### config.mk
export PLATFORM = sky130hd
export DESIGN_NAME = acpt_front
export DESIGN_NICKNAME = d
export VERILOG_FILES = /design/src/hw/rtl/acpt_pkg.sv /design/src/hw/rtl/acpt_front.sv
export SDC_FILE = /design/constraint.sdc
export NUM_CORES = 1
export LEC_CHECK = 0
export BUFFER_PORTS_ARGS = -buffer_cell sky130_fd_sc_hd__buf_2
export CORE_MARGIN = 3
export CORE_UTILIZATION = 50
export CTS_CLUSTER_SIZE = 16
export DETAILED_ROUTE_END_ITERATION = 16
export GPL_ROUTABILITY_DRIVEN = 0
export GPL_TIMING_DRIVEN = 1
export PLACE_DENSITY = 0.85
export REMOVE_ABC_BUFFERS = 1
export SLEW_MARGIN = 20
export SYNTH_ARGS = -nofsm -noshare
export SYNTH_HDL_FRONTEND = slang
export SYNTH_SLANG_ARGS = --single-unit
### constraint.sdc
create_clock -name clk_i -period 17 [get_ports clk_i]
set_input_delay 5.1 -clock clk_i [delete_from_list [all_inputs] [get_ports clk_i]]
set_output_delay 5.1 -clock clk_i [all_outputs]
set_load 0.01 [all_outputs]
### src/hw/rtl/acpt_pkg.sv
// ----------------------------------------------------------------------------
// acpt_pkg
// Shared constants, types and codes for the aabb pair contact tracker.
// ----------------------------------------------------------------------------
`default_nettype none

package acpt_pkg;

  localparam int unsigned LAYER_COUNT   = 8;
  localparam int unsigned LAYER_W       = 3;
  localparam int unsigned MAX_COLLIDERS = 64;
  localparam int unsigned ID_W          = 6;
  localparam int unsigned PAIR_W        = 2 * ID_W;
  localparam int unsigned PAIR_DEPTH    = MAX_COLLIDERS * MAX_COLLIDERS;
  localparam int unsigned COORD_W       = 16;
  localparam int unsigned CFG_W         = 64;
  localparam int unsigned IN_DATA_W     = 152;
  localparam int unsigned OUT_DATA_W    = 8;

  typedef enum logic [1:0] {
    EV_NONE  = 2'd0,
    EV_ENTER = 2'd1,
    EV_STAY  = 2'd2,
    EV_EXIT  = 2'd3
  } contact_event_e;

  typedef enum logic [1:0] {
    ST_CLEAR,
    ST_IDLE,
    ST_EVAL
  } back_state_e;

  // one classified item between the front and the back
  typedef struct packed {
    logic              active;
    logic              overlap;
    logic              dead;
    logic [PAIR_W-1:0] idx;
  } pair_job_t;

endpackage : acpt_pkg

`default_nettype wire

### src/hw/rtl/acpt_front.sv
// ----------------------------------------------------------------------------
// acpt_front
// Accepts pair items, checks layer enable and ids, and tests box overlap.
// ----------------------------------------------------------------------------
`default_nettype none

module acpt_front import acpt_pkg::*; (
  input  wire logic                 clk_i,
  input  wire logic                 rst_ni,
  input  wire logic                 cfg_we_i,
  input  wire logic [CFG_W-1:0]     cfg_wdata_i,
  input  wire logic                 s_axis_tvalid_i,
  output logic                      s_axis_tready_o,
  input  wire logic [IN_DATA_W-1:0] s_axis_tdata_i,
  input  wire logic                 queue_full_i,
  input  wire logic                 clearing_i,
  output logic                      push_o,
  output pair_job_t                 job_o
);

  logic [CFG_W-1:0] enable_q;

  always_ff @(posedge clk_i or negedge rst_ni) begin
    if (!rst_ni) begin
      enable_q <= '0;
    end else if (cfg_we_i) begin
      enable_q <= cfg_wdata_i;
    end
  end

  logic [LAYER_W-1:0] layer_a, layer_b, layer_lo, layer_hi;
  logic [ID_W-1:0]    id1, id2;
  logic [COORD_W-1:0] c1x, c1y, w1, h1, c2x, c2y, w2, h2;
  logic               dead;
  logic [5:0]         enable_bit;
  logic               ovl_x, ovl_y;

  assign layer_a = s_axis_tdata_i[5:3];
  assign layer_b = s_axis_tdata_i[2:0];
  assign id1     = s_axis_tdata_i[11:6];
  assign id2     = s_axis_tdata_i[17:12];
  assign c1x     = s_axis_tdata_i[33:18];
  assign c1y     = s_axis_tdata_i[49:34];
  assign w1      = s_axis_tdata_i[65:50];
  assign h1      = s_axis_tdata_i[81:66];
  assign c2x     = s_axis_tdata_i[97:82];
  assign c2y     = s_axis_tdata_i[113:98];
  assign w2      = s_axis_tdata_i[129:114];
  assign h2      = s_axis_tdata_i[145:130];
  assign dead    = s_axis_tdata_i[146];

  // (a,b) and (b,a) share one enable bit
  assign layer_lo   = (layer_a < layer_b) ? layer_a : layer_b;
  assign layer_hi   = (layer_a < layer_b) ? layer_b : layer_a;
  assign enable_bit = {layer_lo, layer_hi};

  // strict overlap on one axis: 2*|c1-c2| < s1+s2
  function automatic logic axis_hit(input logic [COORD_W-1:0] ca,
                                    input logic [COORD_W-1:0] cb,
                                    input logic [COORD_W-1:0] sa,
                                    input logic [COORD_W-1:0] sb);
    logic signed [COORD_W:0] diff;
    logic        [COORD_W:0] mag;
    logic        [COORD_W+1:0] twice;
    logic        [COORD_W+1:0] sum;
    diff  = $signed({ca[COORD_W-1], ca}) - $signed({cb[COORD_W-1], cb});
    mag   = diff[COORD_W] ? (~diff + 1'b1) : diff;
    twice = {mag, 1'b0};
    sum   = {2'b00, sa} + {2'b00, sb};
    return twice < sum;
  endfunction

  assign ovl_x = axis_hit(c1x, c2x, w1, w2);
  assign ovl_y = axis_hit(c1y, c2y, h1, h2);

  assign s_axis_tready_o = !queue_full_i && !clearing_i;
  assign push_o          = s_axis_tvalid_i && s_axis_tready_o;

  assign job_o.active  = enable_q[enable_bit] && (id1 != id2);
  assign job_o.overlap = ovl_x && ovl_y;
  assign job_o.dead    = dead;
  assign job_o.idx     = {id1, id2};

endmodule : acpt_front

`default_nettype wire

==> flow_metrics.env <==
export IMPL_ys_top_cells_by_area="dfrtp_1 (20%), ha_1 (16%), mux2_2 (9.9%), xnor2_1 (4.7%), inv_1 (3.4%)"
export IMPL_grt_pass1_vias=7381
export IMPL_ant_nets=0
export IMPL_cts_buffers=9
export IMPL_cts_setup_buffers=0
export IMPL_min_path_cells=1
export IMPL_synth_compound_area_share_pct=19.8
export IMPL_reg2reg_depth=1
export IMPL_clock_power_share_pct=24.4
export IMPL_arrival_ps=10000
export IMPL_cp_cell_sequence="buf_2 > inv_1 > ha_1 > fa_1 > nand2b_1 > a21oi_1 > o211ai_1 > a211oi_1 > o21ai_0 > nand2_1 > o21ai_0 > ha_1 > and4_1 > o21ai_0 > a31oi_1 > o221ai_1 > a21oi_1 > a2111oi_0 > o311ai_0 > a31oi_1 > buf_2"
export IMPL_max_slew_margin_pct=28.4
export IMPL_synthesis_area_sq_um=7950
export IMPL_drv_slew=0
export IMPL_start_util_pct=51.7
export IMPL_groute_usage_overall_pct=22.0
export IMPL_reg2reg_to="enable_q[61]$_DFFE_PN0P_"
export IMPL_worstPathMaxFanout=11
export IMPL_muxShareOfSynthArea_pct=13.7
export IMPL_via_per_inst=5.67
export IMPL_vias=7595
export IMPL_vdd_drop_max_uv=77.7
export IMPL_die_area_sq_um=17500
export IMPL_ys_flop_type="dfrtp_1"
export IMPL_io_pins=239
export IMPL_pwr_share_seq_pct=24.6
export IMPL_cp_depth=21
export IMPL_antenna_found_initial=2
export IMPL_cp_required_ps=11900
export IMPL_final_core_util_pct=61.8
export IMPL_syn_avg_cell_area_sq_um=8.71
export IMPL_netlist_instances=913
export IMPL_dpl_hpwl_mm=16.0
export IMPL_criticalPathCategory="in2out"
export IMPL_min_to="enable_q[33]$_DFFE_PN0P_"
export IMPL_layout_drive_gt1_share_pct=31.0
export IMPL_p_per_area_nw_per_um2=75.2
export IMPL_drc=0
export IMPL_drtPass1Iterations=6
export IMPL_p_comb_share_pct=50.9
export IMPL_largest_reg_flops=64
export IMPL_setup_violations_final=0
export IMPL_seq_area_frac_synth_pct=20.1
export IMPL_core_sq_um=15400
export IMPL_fin_tns_setup_ps=0
export IMPL_clock_latency_ps=320
export IMPL_yosysWarnings=0
export IMPL_tightest_slew_ps=1060
export IMPL_regMostFlops="enable_q"
export IMPL_synth_xor_area_share_pct=7.93
export IMPL_end_kind="output pin"
export IMPL_io_buffers=231
export IMPL_clock_path_buffers=2
export IMPL_worstHoldPathType="reg2reg"
export IMPL_synth_most_common_cell="ha_1"
export IMPL_start_kind="primary input"
export IMPL_async_reset_ff_share_pct=100
export IMPL_r2r_start="enable_q[61]$_DFFE_PN0P_"
export IMPL_layout_nets=1449
export IMPL_wl_per_cell_microns=14.8
export IMPL_dr_first_iter_drc_count=390
export IMPL_netlist_area_leader_share_pct=20.1
export IMPL_slowest_delay_ps=490
export IMPL_dp_cells=1321
export IMPL_num_rows=45
export IMPL_grt_start_max_net_pins=67
export IMPL_cp_top_family="compound AO/OA/AOI/OAI gates"
export IMPL_maxCapViolations=0
export IMPL_cts_resized=0
export IMPL_min_period_over_period_pct=88.8
export IMPL_hp_start="enable_q[33]$_DFFE_PN0P_"
export IMPL_crit_buf_inv=3
export IMPL_total_leakage_power_nw=4.60
export IMPL_r2r_slack_ps=16200
export IMPL_cts_hold_buf=0
export IMPL_hold_viol_final=0
export IMPL_htreeDepth=3
export IMPL_synth_edf_count=0
export IMPL_largest_registers="enable_q (64)"
export IMPL_critical_path_slowest_cell="a21oi_1"
export IMPL_clock_sinks=64
export IMPL_ys_seq_elements=64
export IMPL_fp_dieW_microns=132
export IMPL_p_sw_share_pct=37.7
export IMPL_synthToLayoutAreaGrowth_pct=19.4
export IMPL_yosysUniqueCellTypes=75
export IMPL_grt_setup_unrepaired="no"
export IMPL_cts_root_buffer="clkbuf_16"
export IMPL_grt_pass1_wl_mm=32.9
export IMPL_switching_power_w=0.000269
export IMPL_finalNonFillerCells=1339
export IMPL_die_h_microns=132
export IMPL_intPower_w=0.000445
export IMPL_grt_ovfl_total=0
export IMPL_synth_top_family_by_area="compound AO/OA/AOI/OAI gates"
export IMPL_crit_path_frequent_cell="o21ai_0"
export IMPL_fin_crit_ps=15100
export IMPL_yosys_area_share_simple_pct=15.6
export IMPL_cts_tree="done"
export IMPL_synthAdderAreaFrac_pct=17.1
export IMPL_wl_mm=19.8
export IMPL_synthTopCellsByCount="ha_1 (102), inv_1 (71), mux2_2 (70)"
export IMPL_finClkSkew_ps=0
export IMPL_clkTransAtPathRegs_ps=50
export IMPL_status="finished clean"
export IMPL_synth_area_leader_cell="dfrtp_1"
export IMPL_fill_cells=1294
export IMPL_max_freq_mhz=66.2
-- worst max path at each step --
stage	from	endpoint	slack (ps)
6_report	s_axis_tdata_i[34]	job_o[13]	1900
5_1_grt	s_axis_tdata_i[34]	job_o[13]	1510
4_1_cts	s_axis_tdata_i[34]	job_o[13]	1980
3_5_place_dp	s_axis_tdata_i[34]	job_o[13]	2030
3_3_place_gp	s_axis_tdata_i[34]	job_o[13]	2080
2_1_floorplan	s_axis_tdata_i[18]	job_o[13]	2820
-- layer usage --
layer  vias to the layer above  wire [microns]  GRT usage (%)
met1                      3522            8450           26.4
met5                         -               0              0
met4                         0             527           7.23
met2                       238            9820           39.7
met3                        42             970           3.82
li1                       3793               -              -
-- cell families (layout without fill, tap and decap cells) --
logic type      count (synthesis)  count (layout)
mux                            91              91
xor+xnor                       72              72
simple gates                  244             244
fa+ha+maj                     106             106
other cells                     0               2
compound gates                228             228
flops                          64              64
buf+inv                       108             321
-- final cells by class --
type	instances	area (sq um)	share of cell area, %
multi-input combinational	741	5890	62.0
timing repair buffer	234	1180	12.4
sequential	64	1600	16.9
tap	211	264	2.78
antenna	2	5.00	0.0527
inverter	71	267	2.81
clock inverter	6	50.0	0.527
clock buffer	10	239	2.52
-- metrics by stage --
| step | power [W] | area, sq um | setup WS, ps | hold WS (ps) |
|---|---|---|---|---|
| 6_report | 0.000714 | 9490 | 1900 | 505 |
| 5_1_grt | 0.000773 | 9490 | 1510 | 511 |
| 4_1_cts | 0.000716 | 9490 | 1980 | 506 |
| 3_5_place_dp | 0.000537 | 9200 | 2030 | 492 |
| 3_3_place_gp | 0.000524 | 9200 | 2080 | 483 |
| 2_1_floorplan | 0.000439 | 7760 | 2820 | 475 |
-- cells in the final DEF, fill, tap and decap left out, types with 5 or more instances in the layout --
cell,synthesis,routed
a211oi_1,13,13
buf_2,0,231
o31ai_1,10,10
or3_1,6,6
clkbuf_16,0,9
mux4_2,7,7
a21o_1,16,16
o221ai_1,5,5
nor2b_1,11,11
mux2_2,70,70
o2111ai_1,9,9
nor3_1,23,23
ha_1,102,102
xnor2_1,43,43
mux2i_1,14,14
o211ai_1,17,17
nand3b_1,6,6
and2_1,6,6
nand3_1,26,26
o21a_1,13,13
o41ai_1,5,5
xor2_1,29,29
nand2_1,44,44
a31oi_1,14,14
inv_1,71,71
a21oi_1,41,41
nor2_1,65,65
and3_1,12,12
or2_2,7,7
dfrtp_1,64,64
o21ai_0,41,41
nand2b_1,12,12
-- power by group through the flow --
stage	sequential [W]	combinational, W	clock (W)
4_1_cts	0.000176	0.000363	0.000177
6_report	0.000176	0.000364	0.000174
3_5_place_dp	0.000178	0.000359	0
3_3_place_gp	0.000177	0.000347	0
5_1_grt	0.000177	0.000410	0.000185
2_1_floorplan	0.000175	0.000264	0
(Power assumes the default switching activity.)
