==> src/hw/rtl/acpt_pkg.sv <==
// ----------------------------------------------------------------------------
// acpt_pkg
// Shared constants, types and codes for the aabb pair contact tracker.
// ----------------------------------------------------------------------------
`default_nettype none

package acpt_pkg;

  localparam int unsigned LAYER_COUNT   = 8;
  localparam int unsigned LAYER_W       = 3;
  localparam int unsigned MAX_COLLIDERS = 64;
  localparam int unsigned ID_W          = 6;
  localparam int unsigned PAIR_W        = 2 * ID_W;
  localparam int unsigned PAIR_DEPTH    = MAX_COLLIDERS * MAX_COLLIDERS;
  localparam int unsigned COORD_W       = 16;
  localparam int unsigned CFG_W         = 64;
  localparam int unsigned IN_DATA_W     = 152;
  localparam int unsigned OUT_DATA_W    = 8;

  typedef enum logic [1:0] {
    EV_NONE  = 2'd0,
    EV_ENTER = 2'd1,
    EV_STAY  = 2'd2,
    EV_EXIT  = 2'd3
  } contact_event_e;

  typedef enum logic [1:0] {
    ST_CLEAR,
    ST_IDLE,
    ST_EVAL
  } back_state_e;

  // one classified item between the front and the back
  typedef struct packed {
    logic              active;
    logic              overlap;
    logic              dead;
    logic [PAIR_W-1:0] idx;
  } pair_job_t;

endpackage : acpt_pkg

`default_nettype wire

==> src/hw/rtl/acpt_fifo.sv <==
// ----------------------------------------------------------------------------
// acpt_fifo
// Two-entry queue of classified items between front and back.
// ----------------------------------------------------------------------------
`default_nettype none

module acpt_fifo import acpt_pkg::*; (
  input  wire logic      clk_i,
  input  wire logic      rst_ni,
  input  wire logic      push_i,
  input  wire pair_job_t job_i,
  input  wire logic      pop_i,
  output logic           full_o,
  output logic           valid_o,
  output pair_job_t      job_o
);

  pair_job_t  entries_q [2];
  logic       wr_ptr_q, rd_ptr_q;
  logic [1:0] count_q;
  logic       do_push, do_pop;

  assign full_o  = (count_q == 2'd2);
  assign valid_o = (count_q != 2'd0);
  assign do_push = push_i && !full_o;
  assign do_pop  = pop_i && valid_o;
  assign job_o   = entries_q[rd_ptr_q];

  always_ff @(posedge clk_i) begin
    if (do_push) begin
      entries_q[wr_ptr_q] <= job_i;
    end
  end

  always_ff @(posedge clk_i or negedge rst_ni) begin
    if (!rst_ni) begin
      wr_ptr_q <= 1'b0;
      rd_ptr_q <= 1'b0;
      count_q  <= 2'd0;
    end else begin
      if (do_push) begin
        wr_ptr_q <= ~wr_ptr_q;
      end
      if (do_pop) begin
        rd_ptr_q <= ~rd_ptr_q;
      end
      if (do_push && !do_pop) begin
        count_q <= count_q + 2'd1;
      end else if (do_pop && !do_push) begin
        count_q <= count_q - 2'd1;
      end
    end
  end

endmodule : acpt_fifo

`default_nettype wire

==> config.mk <==
export PLATFORM = sky130hd
export DESIGN_NAME = acpt_fifo
export DESIGN_NICKNAME = d
export VERILOG_FILES = /design/src/hw/rtl/acpt_pkg.sv /design/src/hw/rtl/acpt_fifo.sv
export SDC_FILE = /design/constraint.sdc
export NUM_CORES = 1
export LEC_CHECK = 0
export ABC_CLOCK_PERIOD_IN_PS = 3600
export BUFFER_PORTS_ARGS = -buffer_cell sky130_fd_sc_hd__buf_4
export CELL_PAD_IN_SITES_DETAIL_PLACEMENT = 0
export CELL_PAD_IN_SITES_GLOBAL_PLACEMENT = 1
export CORE_ASPECT_RATIO = 1.25
export CORE_MARGIN = 3
export CORE_UTILIZATION = 48
export CTS_BUF_LIST = sky130_fd_sc_hd__clkbuf_2 sky130_fd_sc_hd__clkbuf_4 sky130_fd_sc_hd__clkbuf_8
export DETAILED_ROUTE_END_ITERATION = 8
export PLACE_DENSITY_LB_ADDON = 0.15
export SLEW_MARGIN = 10
export SYNTH_ARGS = -nofsm -noshare
export SYNTH_HDL_FRONTEND = slang
export SYNTH_SLANG_ARGS = --single-unit
export TNS_END_PERCENT = 5
==> constraint.sdc <==
create_clock -name clk_i -period 3.6 [get_ports clk_i]
set_input_delay 0 -clock clk_i [delete_from_list [all_inputs] [get_ports clk_i]]
set_output_delay 0 -clock clk_i [all_outputs]
set_load 0.005 [all_outputs]
==> results of run 1 <==
synthesized netlist by cell type:
cell,number,area [µm²]
sky130_fd_sc_hd__and3_1,1,6.26
sky130_fd_sc_hd__buf_12,1,20.0
sky130_fd_sc_hd__buf_6,1,11.3
sky130_fd_sc_hd__dfrtp_1,4,100
sky130_fd_sc_hd__edfxtp_1,30,901
sky130_fd_sc_hd__ha_1,1,12.5
sky130_fd_sc_hd__inv_1,2,7.51
sky130_fd_sc_hd__mux2_2,6,67.6
sky130_fd_sc_hd__mux2_4,9,135
sky130_fd_sc_hd__nand2_1,1,3.75
sky130_fd_sc_hd__nand2_2,1,6.26
sky130_fd_sc_hd__nand2b_1,1,6.26
sky130_fd_sc_hd__nor2_1,2,7.51
sky130_fd_sc_hd__or2_1,1,6.26
sky130_fd_sc_hd__xnor2_1,3,26.3
sky130_fd_sc_hd__xor2_1,2,17.5
state kept, by name (all words and copies together), names as in the netlist:
signal / flops
count_q: 2
entries_q: 30
rd_ptr_q: 1
wr_ptr_q: 1
worst reg2reg max path, stage by stage (launching register included):
cell and delay, ns:
sky130_fd_sc_hd__dfrtp_1 0.42, sky130_fd_sc_hd__nand2b_1 0.16, sky130_fd_sc_hd__nand2_1 0.11, sky130_fd_sc_hd__nor2_2 0.60
layout by cell type, fill, tap and decap left out, drive strengths merged:
master,netlist,routed
and3,1,1
mux2,15,15
nand2b,1,1
nand2,2,2
or2,1,1
dlygate4sd3,0,19
xnor2,3,3
xor2,2,2
buf,2,35
inv,2,2
ha,1,1
edfxtp,30,30
clkbuf,0,6
clkinv,0,2
dfrtp,4,4
nor2,2,2
final cells by class:
class / instances / area [µm²]
sequential: 34 / 1000
fill: 172 / 697
timing repair buffer: 54 / 453
multi-input combinational: 28 / 298
clock buffer: 6 / 45.0
tap: 33 / 41.3
clock inverter: 2 / 10.0
inverter: 2 / 7.51
logic make-up (layout without fill, tap and decap cells):
group         after synthesis  after routing
xor+xnor                    5              5
fa+ha+maj                   1              1
flops                      34             34
mux                        15             15
simple gates                7              7
buf+inv                     4             64
metal layers:
metal	share of wire, %	up-vias	track usage, %
met1	37	351	14.5
met3	7.3	6	7.13
met5	0	-	0
li1	-	359	-
met2	53	27	24.1
met4	2.5	0	8.63
power by group:
group,switching (W),internal [W],leakage (nW)
logic,0.000153,0.000279,0.403
clock network,0.000116,0.0000818,0.0354
registers,0.0000779,0.000546,0.325
stage by stage:
step | instances | setup slack [ns] | power, W | area (µm²)
final | 159 | 1.81 | 0.00125 | 1860
after global routing | 159 | 1.69 | 0.00134 | 1860
after CTS | 159 | 1.56 | 0.00127 | 1850
after detailed placement | 132 | 1.58 | 0.00105 | 1610
after global placement | 132 | 1.60 | 0.00104 | 1610
after floorplan | 66 | 1.94 | 0.000891 | 1340
timing repair:
action                                 4_1_cts  5_1_grt
buffers inserted                             0        0
hold buffers                                19        0
endpoints found under the hold margin       36        0
setup endpoints to repair                    0        0
worst paths after layout:
path,endpoint,slack (ns)
min in group asynchronous,wr_ptr_q$_DFFE_PN0P_,0.58
hold / removal,entries_q[1][0]$_DFFE_PP_,0.39
max in group asynchronous,count_q[1]$_DFFE_PN0P_,2.84
hold reg to reg,count_q[1]$_DFFE_PN0P_,0.50
setup / recovery,job_o[11],1.81
setup reg to reg,entries_q[0][14]$_DFFE_PP_,1.93
==> results_tabular.tex, run 1 <==
\begin{tabular}{lr}
\hline
Metric & Value \\
\hline
\multicolumn{2}{l}{\textbf{Status}} \\
Run status & completed \\
\multicolumn{2}{l}{\textbf{GRT}} \\
Pin count of the biggest net entering global routing & 17 \\
Overall routing resource usage & 14.6\% \\
Via count of the first global-routing pass & 751 \\
Overflow after GRT & 0 \\
Antenna violations before repair & 0 \\
First-pass GRT wire length & 3350 µm \\
\multicolumn{2}{l}{\textbf{Critical path}} \\
Critical path data required time & 3.60 ns \\
Critical path class & flip-flop to primary output \\
Buf+Inv Stages, Crit Path & 1 \\
Critical path origin & rd\_ptr\_q\$\_DFFE\_PN0P\_ \\
Maximum fanout count along the critical path & 16 \\
Delay-heaviest family, CP & flip-flops \\
Crit start category & flip-flop \\
Arr. time, crit path & between 1.5 and 2 ns \\
Slowest stage cell, crit path & sky130\_fd\_sc\_hd\_\_dfrtp\_1 \\
Crit-path max cell delay & 0.90 ns \\
Reg2Reg Launch Point & count\_q[0]\$\_DFFE\_PN0P\_ \\
Depth of the worst register-to-register path & 3 \\
Setup crit end kind & primary output \\
Sequence of cells on the critical path & mux2\_2 -> buf\_4 \\
Logic depth of the worst path, buffers included & 2 \\
\multicolumn{2}{l}{\textbf{Route}} \\
Number of routed nets with antenna violations & 0 \\
DRC marker count from the first detailed-route iteration & 12 \\
Detailed-route wire length per cell & 13.4 µm \\
Routed Wire Length & 2130 µm \\
Via count & 743 \\
\# DRC & 0 \\
Avg Vias per Cell & $\sim$4.7 \\
First-pass iteration count of the detailed router & 4 \\
\multicolumn{2}{l}{\textbf{Synthesis}} \\
Mux share of post-synthesis cell area & 15.2\% \\
Basic-gate share of the synthesized area counting and, or, nand and nor cells & roughly 2.7\% \\
Post-Synth Adder-Cell Area & 0.937\% \\
Dominant combinational cell family by area after synthesis & multiplexers \\
Number of cells produced by synthesis & 66 \\
Fraction of the mapped netlist area in compound gates & 0\% \\
Distinct cell type count of the synthesized netlist & 16 \\
XOR/XNOR Fraction of Synth Area & around 3.3\% \\
Total nets after synthesis & 86 \\
Flop and latch count out of synthesis & 34 \\
Average footprint of a synthesized cell & 20.2 µm² \\
Synthesized area & roughly 1300 µm² \\
Sequential element share of the synthesized area & 75.0\% \\
Number of warnings reported in the yosys synthesis log & 0 \\
\multicolumn{2}{l}{\textbf{Power}} \\
Peak supply drop & 0.503 mV \\
Power per standard cell area & roughly 670 nW/µm² \\
Static leakage power & roughly 0.76 nW \\
\multicolumn{2}{l}{\textbf{Timing}} \\
Total negative slack for setup checks & 0 ns \\
Max Freq & 558 MHz \\
Slew at the pin closest to its max-slew limit & 0.839 ns \\
Setup Viol. Count Final & 0 \\
Final critical delay including setup and external delays & $\sim$1.8 ns \\
Setup clock skew after layout & 0.0111 ns \\
Final count of hold timing violations & 0 \\
Period Utilization, post-route & 49.8\% \\
Number of slew-limit violations in the final report & 0 \\
Max transition margin & about 44\% \\
Unrepaired setup endpoints after global routing & false \\
Post-Route Hold Slack & 0.388 ns \\
\multicolumn{2}{l}{\textbf{Clocking}} \\
Post-cts repair resize count & 0 \\
Clock Tree Root & sky130\_fd\_sc\_hd\_\_clkbuf\_4 \\
Insertion delay of the later-clocked pin in the worst-skew pair & roughly 0.33 ns \\
Inserted Clock Buffers & 5 \\
Number of buffers on the longest clock path & 2 \\
Htree depth & 2 \\
CTS tree & yes \\
CTS Sinks & 34 \\
Clock transition at path regs & 0.10 ns \\
\multicolumn{2}{l}{\textbf{Die}} \\
Die Width & between 50 and 60 µm \\
Y dimension of the die & 65.0 µm \\
DIE AREA & 3450 µm² \\
Standard-cell row count & 20 \\
Starting Density & $\sim$52\% \\
Placeable core region & $\sim$2600 µm² \\
Num ports & 36 \\
\multicolumn{2}{l}{\textbf{Place}} \\
Total of buffers placed on input and output ports & 35 \\
HPWL after detailed placement & around 1300 µm \\
Routability congestion estimate & 0.616 \\
\multicolumn{2}{l}{\textbf{Finish}} \\
Syn-to-layout area delta & 39.0\% \\
Proportion of layout cells with a drive suffix above 1 & 47.6\% \\
Net total in the final layout & 145 \\
Antenna Diode Count & 0 \\
Layout Utilization & 72.7\% \\
\multicolumn{2}{l}{\textbf{Flow run}} \\
Maximum capacitance violations & 0 \\
\multicolumn{2}{l}{\textbf{Worst hold path}} \\
Worst Hold Path Cells & 2 \\
Startpoint of the tightest hold check path & job\_i[0] \\
Type of the most critical hold path & primary input to flip-flop \\
\hline
\end{tabular}
Note: power is estimated with default switching activity, not from simulation.
==> run 2, diff against run 1 <==
--- a/config.mk
+++ b/config.mk
@@ -5,13 +5,13 @@
 export SDC_FILE = /design/constraint.sdc
 export NUM_CORES = 1
 export LEC_CHECK = 0
-export ABC_CLOCK_PERIOD_IN_PS = 3600
+export ABC_CLOCK_PERIOD_IN_PS = 1500
 export BUFFER_PORTS_ARGS = -buffer_cell sky130_fd_sc_hd__buf_4
 export CELL_PAD_IN_SITES_DETAIL_PLACEMENT = 0
 export CELL_PAD_IN_SITES_GLOBAL_PLACEMENT = 1
 export CORE_ASPECT_RATIO = 1.25
 export CORE_MARGIN = 3
-export CORE_UTILIZATION = 48
+export CORE_UTILIZATION = 40
 export CTS_BUF_LIST = sky130_fd_sc_hd__clkbuf_2 sky130_fd_sc_hd__clkbuf_4 sky130_fd_sc_hd__clkbuf_8
 export DETAILED_ROUTE_END_ITERATION = 8
 export PLACE_DENSITY_LB_ADDON = 0.15
==> constraint.sdc (replaced) <==
create_clock -name clk_i -period 1.5 [get_ports clk_i]
set_input_delay 0 -clock clk_i [delete_from_list [all_inputs] [get_ports clk_i]]
set_output_delay 0 -clock clk_i [all_outputs]
set_load 0.005 [all_outputs]
==> run 2 against run 1 <==
Against the previous run: register-to-register slack worse by 1.9 ns; clock power grew to 2.8 times the previous value; critical path depth up 4; sequential power up 120%; largest cell class unchanged; largest power group unchanged.
==> results_tabular.tex, run 2 (synthesized netlist as in run 1, its figures left out) <==
\begin{tabular}{lr}
\hline
Metric & Value \\
\hline
\multicolumn{2}{l}{\textbf{Status}} \\
Run status & completed (unchanged) \\
\multicolumn{2}{l}{\textbf{Power}} \\
Clock power share & 16.3\% (was 15.8\%) \\
Overall Power & 0.00333 W (was 0.00125 W) \\
Flop pwr share & 42.0\% (was 49.8\%) \\
Proportion of total power due to net switching & 26.9\% (was 27.7\%) \\
Static leakage power & 0.826 nW (was 0.764 nW) \\
Internal Dissipation & 0.00243 W (was 0.000906 W) \\
Portion of total power attributed to combinational logic & 41.7\% (was 34.5\%) \\
Power per standard cell area & 1690 nW/µm² (was 675 nW/µm²) \\
Net switching power & 0.000898 W (was 0.000346 W) \\
Peak supply drop & 1.06 mV (was 0.503 mV) \\
\multicolumn{2}{l}{\textbf{Timing}} \\
Period Utilization, post-route & around 96\% \\
Final critical delay including setup and external delays & 1.44 ns \\
Max transition margin & 85.6\% (was 44.1\%) \\
Final count of hold timing violations & 0 (unchanged) \\
Number of slew-limit violations in the final report & 0 (unchanged) \\
Setup clock skew after layout & 0.00885 ns (was 0.0111 ns) \\
Final WS setup & 0.0626 ns (was 1.81 ns) \\
Slew at the pin closest to its max-slew limit & 0.215 ns (was 0.839 ns) \\
Max Freq & 696 MHz \\
Setup Viol. Count Final & 0 (unchanged) \\
\multicolumn{2}{l}{\textbf{Finish}} \\
Leading cell type in the layout, fill and taps excluded & sky130\_fd\_sc\_hd\_\_buf\_4 (unchanged) \\
Highest-count cells in the layout ignoring fill and taps & sky130\_fd\_sc\_hd\_\_buf\_4 (46), sky130\_fd\_sc\_hd\_\_edfxtp\_1 (30), sky130\_fd\_sc\_hd\_\_dlygate4sd3\_1 (18) (was sky130\_fd\_sc\_hd\_\_buf\_4 (35), sky130\_fd\_sc\_hd\_\_edfxtp\_1 (30), sky130\_fd\_sc\_hd\_\_dlygate4sd3\_1 (19)) \\
Biggest registers after layout & entries\_q x30, count\_q x2 (unchanged) \\
Combined flip-flop and latch cell area & 1000 µm² (unchanged) \\
Biggest register & entries\_q (unchanged) \\
Antenna Diode Count & 0 (unchanged) \\
Proportion of layout cells with a drive suffix above 1 & 55.1\% (was 47.6\%) \\
Max reg flops & 30 (unchanged) \\
Layout Utilization & 64.6\% (was 72.7\%) \\
Syn-to-layout area delta & 47.8\% (was 39.0\%) \\
Finished layout cell area & 1970 µm² (was 1860 µm²) \\
Net total in the final layout & 155 (was 145) \\
Area used by multi-input combinational logic & 328 µm² (was 298 µm²) \\
Number of filler cells placed in the layout & 227 (was 172) \\
\multicolumn{2}{l}{\textbf{GRT}} \\
Overflow after GRT & 0 (unchanged) \\
Overall routing resource usage & 12.0\% (was 14.6\%) \\
First-pass GRT wire length & 3550 µm (was 3350 µm) \\
Via count of the first global-routing pass & 766 (was 751) \\
Antenna violations before repair & 0 (unchanged) \\
Pin count of the biggest net entering global routing & 11 (was 17) \\
\multicolumn{2}{l}{\textbf{Die}} \\
Placeable core region & 3060 µm² (was 2550 µm²) \\
Y dimension of the die & 70.6 µm (was 65.0 µm) \\
DIE AREA & 4070 µm² (was 3450 µm²) \\
Standard-cell row count & 22 (was 20) \\
Starting Density & 43.7\% (was 52.3\%) \\
Die Width & 57.7 µm (was 53.2 µm) \\
Num ports & 36 (unchanged) \\
\multicolumn{2}{l}{\textbf{Place}} \\
HPWL after detailed placement & 1560 µm (was 1290 µm) \\
Minimum setup slack after placement & 0.0438 ns (was 1.58 ns) \\
Placed Instance Area & 1670 µm² (was 1610 µm²) \\
Total of buffers placed on input and output ports & 35 (unchanged) \\
Routability congestion estimate & 0.606 (was 0.616) \\
\multicolumn{2}{l}{\textbf{Clocking}} \\
Insertion delay of the later-clocked pin in the worst-skew pair & 0.32 ns (was 0.33 ns) \\
Htree depth & 2 (unchanged) \\
CTS tree & yes (unchanged) \\
Clock Tree Root & sky130\_fd\_sc\_hd\_\_clkbuf\_4 (unchanged) \\
Inserted Clock Buffers & 5 (unchanged) \\
CTS Sinks & 34 (unchanged) \\
Clock transition at path regs & 0.09 ns (was 0.10 ns) \\
Number of buffers on the longest clock path & 2 (unchanged) \\
\multicolumn{2}{l}{\textbf{Critical path}} \\
Setup crit end kind & flip-flop (was primary output) \\
Arr. time, crit path & 1.66 ns (was 1.79 ns) \\
Critical path class & flip-flop to flip-flop (was flip-flop to primary output) \\
FF-to-FF End & count\_q[1]\$\_DFFE\_PN0P\_ (was entries\_q[0][14]\$\_DFFE\_PP\_) \\
Critical path data required time & 1.72 ns (was 3.60 ns) \\
Reg2Reg Launch Point & count\_q[1]\$\_DFFE\_PN0P\_ (was count\_q[0]\$\_DFFE\_PN0P\_) \\
Maximum fanout count along the critical path & 3 (was 16) \\
Setup slack on the worst flop-to-flop path & 0.06 ns (was 1.93 ns) \\
Crit start category & flip-flop (unchanged) \\
Depth of the worst register-to-register path & 6 (was 3) \\
\multicolumn{2}{l}{\textbf{Route}} \\
Number of routed nets with antenna violations & 0 (unchanged) \\
Via count & 784 (was 743) \\
Routed Wire Length & 2260 µm (was 2130 µm) \\
Avg Vias per Cell & 4.56 (was 4.67) \\
Detailed-route wire length per cell & 13.1 µm (was 13.4 µm) \\
First-pass iteration count of the detailed router & 3 (was 4) \\
\# DRC & 0 (unchanged) \\
DRC marker count from the first detailed-route iteration & 21 (was 12) \\
\multicolumn{2}{l}{\textbf{Worst hold path}} \\
Hold worst-path end & wr\_ptr\_q\$\_DFFE\_PN0P\_ (was entries\_q[1][0]\$\_DFFE\_PP\_) \\
Worst Hold Path Cells & 4 (was 2) \\
Startpoint of the tightest hold check path & push\_i (was job\_i[0]) \\
Type of the most critical hold path & primary input to flip-flop (unchanged) \\
\multicolumn{2}{l}{\textbf{Flow run}} \\
Maximum capacitance violations & 0 (unchanged) \\
\hline
\end{tabular}
## run 2: metal layers
metal | routed length, µm | track usage (%) | share of wire, %
met5 | 0 | 0 | 0
met1 | 869 | 13.9 | 38
met2 | 1180 | 18.8 | 52
met4 | 61 | 5.41 | 2.7
met3 | 149 | 5.66 | 6.6
## run 2: area by class of cell
cell class / count / area share (%)
multi-input cells: 28 / 16.6
well taps: 36 / 2.28
flip-flops and latches: 34 / 50.7
inverters: 2 / 0.380
repair buffers: 64 / 26.6
clock buffers: 8 / 3.36
## run 2: through the flow
step / hold slack (ns) / instances / TNS (ns)
6_report: 0.0488 / 172 / 0
5_1_grt: 0.0546 / 172 / -0.00769
4_1_cts: 0.0268 / 168 / 0
3_5_place_dp: -0.195 / 142 / 0
3_3_place_gp: -0.198 / 142 / 0
2_1_floorplan: -0.296 / 66 / 0
## run 2: critical path, stage by stage, from the launching register on
cell	delay [ns]
sky130_fd_sc_hd__dfrtp_1	0.44
sky130_fd_sc_hd__or2_1	0.27
sky130_fd_sc_hd__nand2_2	0.11
sky130_fd_sc_hd__ha_4	0.15
sky130_fd_sc_hd__xor2_2	0.15
sky130_fd_sc_hd__nor2_2	0.06
sky130_fd_sc_hd__xor2_1	0.15
## run 2: repair_timing
item / in CTS / in global routing
gates resized for setup: 0 / 5
hold endpoints to repair: 35 / 0
hold buffers: 18 / 0
endpoints found under the setup margin: 0 / 1
buffers inserted: 0 / 4
## run 2: power by group through the flow
stage	registers [W]	logic, W	clock network (W)
after floorplan	0.00140	0.000748	0
after global placement	0.00140	0.00121	0
after detailed placement	0.00142	0.00122	0
after CTS	0.00140	0.00126	0.000571
after global routing	0.00142	0.00151	0.000608
final	0.00140	0.00139	0.000542
## run 2: worst max-delay path by stage
stage / startpoint / to
3_5_place_dp: count_q[0]$_DFFE_PN0P_ / count_q[1]$_DFFE_PN0P_
4_1_cts: count_q[0]$_DFFE_PN0P_ / count_q[1]$_DFFE_PN0P_
6_report: count_q[1]$_DFFE_PN0P_ / count_q[1]$_DFFE_PN0P_
5_1_grt: count_q[1]$_DFFE_PN0P_ / count_q[1]$_DFFE_PN0P_
3_3_place_gp: count_q[0]$_DFFE_PN0P_ / count_q[1]$_DFFE_PN0P_
2_1_floorplan: count_q[0]$_DFFE_PN0P_ / entries_q[0][0]$_DFFE_PP_
==> run 3, diff against run 2 <==
--- a/config.mk
+++ b/config.mk
@@ -5,13 +5,13 @@
 export SDC_FILE = /design/constraint.sdc
 export NUM_CORES = 1
 export LEC_CHECK = 0
-export ABC_CLOCK_PERIOD_IN_PS = 1500
+export ABC_CLOCK_PERIOD_IN_PS = 1470
 export BUFFER_PORTS_ARGS = -buffer_cell sky130_fd_sc_hd__buf_4
 export CELL_PAD_IN_SITES_DETAIL_PLACEMENT = 0
 export CELL_PAD_IN_SITES_GLOBAL_PLACEMENT = 1
 export CORE_ASPECT_RATIO = 1.25
 export CORE_MARGIN = 3
-export CORE_UTILIZATION = 40
+export CORE_UTILIZATION = 45
 export CTS_BUF_LIST = sky130_fd_sc_hd__clkbuf_2 sky130_fd_sc_hd__clkbuf_4 sky130_fd_sc_hd__clkbuf_8
 export DETAILED_ROUTE_END_ITERATION = 8
 export PLACE_DENSITY_LB_ADDON = 0.15
==> constraint.sdc (replaced) <==
create_clock -name clk_i -period 1.47 [get_ports clk_i]
set_input_delay 0 -clock clk_i [delete_from_list [all_inputs] [get_ports clk_i]]
set_output_delay 0 -clock clk_i [all_outputs]
set_load 0.005 [all_outputs]
==> run 3 against run 2 <==
Against the previous run: count of clock-buffer cells in the layout decreased by 3; non-clock buffer count up 1; largest cell class unchanged; highest routed layer unchanged; core utilization is 6.6 points higher; first-iteration DRC count fell by 71%; register-to-register slack about the same; flip-flop and latch count did not move; critical endpoint is now entries_q[0][9]$_DFFE_PP_.
==> results_tabular.tex, run 3 (synthesized netlist as in run 1, its figures left out) <==
\begin{tabular}{lr}
\hline
Metric & Value \\
\hline
\multicolumn{2}{l}{\textbf{Clocking}} \\
CTS tree & yes (unchanged) \\
Insertion delay of the later-clocked pin in the worst-skew pair & 0.32 ns (about the same) \\
Htree depth & 2 (unchanged) \\
Number of buffers on the longest clock path & 2 (unchanged) \\
CTS Sinks & 34 (unchanged) \\
Clock Tree Root & sky130\_fd\_sc\_hd\_\_clkbuf\_4 (unchanged) \\
Clock transition at path regs & 0.08 ns (was 0.09 ns) \\
Inserted Clock Buffers & 5 (unchanged) \\
\multicolumn{2}{l}{\textbf{Finish}} \\
Biggest registers after layout & entries\_q x30, count\_q x2 (unchanged) \\
Proportion of layout cells with a drive suffix above 1 & 55.5\% (was 55.1\%) \\
Combined flip-flop and latch cell area & 1000 µm² (about the same) \\
Net total in the final layout & 156 (was 155) \\
Syn-to-layout area delta & 47.1\% (was 47.8\%) \\
Number of filler cells placed in the layout & 196 (was 227) \\
Antenna Diode Count & 0 (unchanged) \\
Highest-count cells in the layout ignoring fill and taps & sky130\_fd\_sc\_hd\_\_buf\_4 (47), sky130\_fd\_sc\_hd\_\_edfxtp\_1 (30), sky130\_fd\_sc\_hd\_\_dlygate4sd3\_1 (18) (was sky130\_fd\_sc\_hd\_\_buf\_4 (46), sky130\_fd\_sc\_hd\_\_edfxtp\_1 (30), sky130\_fd\_sc\_hd\_\_dlygate4sd3\_1 (18)) \\
Area used by multi-input combinational logic & 330 µm² (was 328 µm²) \\
Max reg flops & 30 (unchanged) \\
Layout Utilization & 71.2\% (was 64.6\%) \\
Finished layout cell area & 1960 µm² (was 1970 µm²) \\
Biggest register & entries\_q (unchanged) \\
Leading cell type in the layout, fill and taps excluded & sky130\_fd\_sc\_hd\_\_buf\_4 (unchanged) \\
\multicolumn{2}{l}{\textbf{Route}} \\
Number of routed nets with antenna violations & 0 (unchanged) \\
Avg Vias per Cell & 4.65 (was 4.56) \\
Via count & 796 (was 784) \\
First-pass iteration count of the detailed router & 2 (was 3) \\
\# DRC & 0 (unchanged) \\
DRC marker count from the first detailed-route iteration & 6 (was 21) \\
Routed Wire Length & 2230 µm (was 2260 µm) \\
Detailed-route wire length per cell & 13.0 µm (was 13.1 µm) \\
\multicolumn{2}{l}{\textbf{Timing}} \\
Slew at the pin closest to its max-slew limit & 0.201 ns (was 0.215 ns) \\
Final critical delay including setup and external delays & 1.41 ns (was 1.44 ns) \\
Setup Viol. Count Final & 0 (unchanged) \\
Total negative slack for setup checks & 0 ns (unchanged) \\
Max Freq & 707 MHz (was 696 MHz) \\
Period Utilization, post-route & 96.2\% (was 95.8\%) \\
Post-Route Hold Slack & 0.0801 ns (was 0.0488 ns) \\
Setup clock skew after layout & 0.00786 ns (was 0.00885 ns) \\
Number of slew-limit violations in the final report & 0 (unchanged) \\
Max transition margin & 86.5\% (was 85.6\%) \\
Final count of hold timing violations & 0 (unchanged) \\
\multicolumn{2}{l}{\textbf{Critical path}} \\
Sequence of cells on the critical path & buf\_4 -> nand2b\_4 -> nand2\_2 -> buf\_4 -> nor2\_2 -> buf\_4 (was or2\_1 -> nand2\_2 -> ha\_4 -> xor2\_2 -> nor2\_2 -> xor2\_1) \\
Crit start category & flip-flop (unchanged) \\
Arr. time, crit path & 1.44 ns (was 1.66 ns) \\
Most used cell along the critical path & sky130\_fd\_sc\_hd\_\_buf\_4 \\
Buf+Inv Stages, Crit Path & 3 (was 0) \\
Setup crit end kind & flip-flop (unchanged) \\
Maximum fanout count along the critical path & 10 (was 3) \\
Critical path data required time & 1.49 ns (was 1.72 ns) \\
Logic depth of the worst path, buffers included & 6 (unchanged) \\
Depth of the worst register-to-register path & 6 (unchanged) \\
Critical path class & flip-flop to flip-flop (unchanged) \\
Crit-path max cell delay & 0.43 ns (was 0.44 ns) \\
Slowest stage cell, crit path & sky130\_fd\_sc\_hd\_\_dfrtp\_2 (was sky130\_fd\_sc\_hd\_\_dfrtp\_1) \\
Delay-heaviest family, CP & buffers and inverters (was flip-flops) \\
\multicolumn{2}{l}{\textbf{GRT}} \\
Pin count of the biggest net entering global routing & 11 (unchanged) \\
Antenna violations before repair & 0 (unchanged) \\
Via count of the first global-routing pass & 774 (was 766) \\
Overall routing resource usage & 14.3\% (was 12.0\%) \\
First-pass GRT wire length & 3490 µm (was 3550 µm) \\
Overflow after GRT & 0 (unchanged) \\
\multicolumn{2}{l}{\textbf{Die}} \\
Placeable core region & 2760 µm² (was 3060 µm²) \\
Starting Density & 48.4\% (was 43.7\%) \\
Die Width & 54.7 µm (was 57.7 µm) \\
Num ports & 36 (unchanged) \\
Y dimension of the die & 66.9 µm (was 70.6 µm) \\
Standard-cell row count & 21 (was 22) \\
DIE AREA & 3660 µm² (was 4070 µm²) \\
\multicolumn{2}{l}{\textbf{Place}} \\
HPWL after detailed placement & 1530 µm (was 1560 µm) \\
Total of buffers placed on input and output ports & 35 (unchanged) \\
Routability congestion estimate & 0.653 (was 0.606) \\
Placed Instance Area & 1660 µm² (was 1670 µm²) \\
\multicolumn{2}{l}{\textbf{Power}} \\
Power per standard cell area & 1690 nW/µm² (about the same) \\
Overall Power & 0.00332 W (was 0.00333 W) \\
Peak supply drop & 1.12 mV (was 1.06 mV) \\
Static leakage power & 0.818 nW (was 0.826 nW) \\
\multicolumn{2}{l}{\textbf{Worst hold path}} \\
Type of the most critical hold path & primary input to flip-flop (unchanged) \\
Worst Hold Path Cells & 4 (unchanged) \\
\multicolumn{2}{l}{\textbf{Flow run}} \\
Maximum capacitance violations & 0 (unchanged) \\
\multicolumn{2}{l}{\textbf{Status}} \\
Run status & completed (unchanged) \\
\hline
\end{tabular}
run 3: path summary, 6_finish.rpt:
check	start	to	slack [ns]
worst max-delay path	count_q[1]$_DFFE_PN0P_	entries_q[0][9]$_DFFE_PP_	0.06
worst min-delay path	push_i	wr_ptr_q$_DFFE_PN0P_	0.08
worst max register to register	count_q[1]$_DFFE_PN0P_	entries_q[0][9]$_DFFE_PP_	0.06
worst min register to register	wr_ptr_q$_DFFE_PN0P_	wr_ptr_q$_DFFE_PN0P_	0.54
max in group asynchronous	rst_ni	count_q[1]$_DFFE_PN0P_	0.70
min in group asynchronous	rst_ni	count_q[0]$_DFFE_PN0P_	0.57
run 3: per-stage QoR:
stage / std cells / setup slack [ns]
global placement: 140 / 0.108
CTS: 166 / 0.0213
finish: 171 / 0.0560
floorplan: 66 / 0.0440
global route: 171 / -0.00767
detailed placement: 140 / 0.0227
run 3: what timing repair did:
item / in CTS / in global routing
setup endpoints to repair: 0 / 1
endpoints found under the hold margin: 35 / 0
setup buffers: 0 / 5
hold buffers: 18 / 0
gates resized for setup: 0 / 8
run 3: cell type report:
class / count / share of cell area [%]
Sequential cell: 34 / 51.0
Tap cell: 34 / 2.17
Multi-Input combinational cell: 28 / 16.8
Clock inverter: 3 / 0.573
Timing Repair Buffer: 65 / 27.1
Inverter: 2 / 0.382
Clock buffer: 5 / 1.91
run 3: per-layer routing:
| metal | GRT usage, % | vias to the layer above | routed length [µm] |
|---|---|---|---|
| li1 | - | 380 | - |
| met1 | 16.1 | 385 | 874 |
| met2 | 22.3 | 25 | 1160 |
| met3 | 4.92 | 6 | 128 |
| met4 | 9.35 | 0 | 65 |
| met5 | 0 | - | 0 |
run 3: worst reg2reg max path: cells and delay by family (launching register included):
family,cells,cell delay [ns]
and+or+nand+nor,3,0.21
buffers and inverters,3,0.48
DFF,1,0.43
run 3: report_power, final:
group,total (W),internal (W),switching (W)
registers,0.00143,0.00134,0.0000912
logic,0.00145,0.000898,0.000553
clock network,0.000439,0.000170,0.000269
total,0.00332,0.00240,0.000913
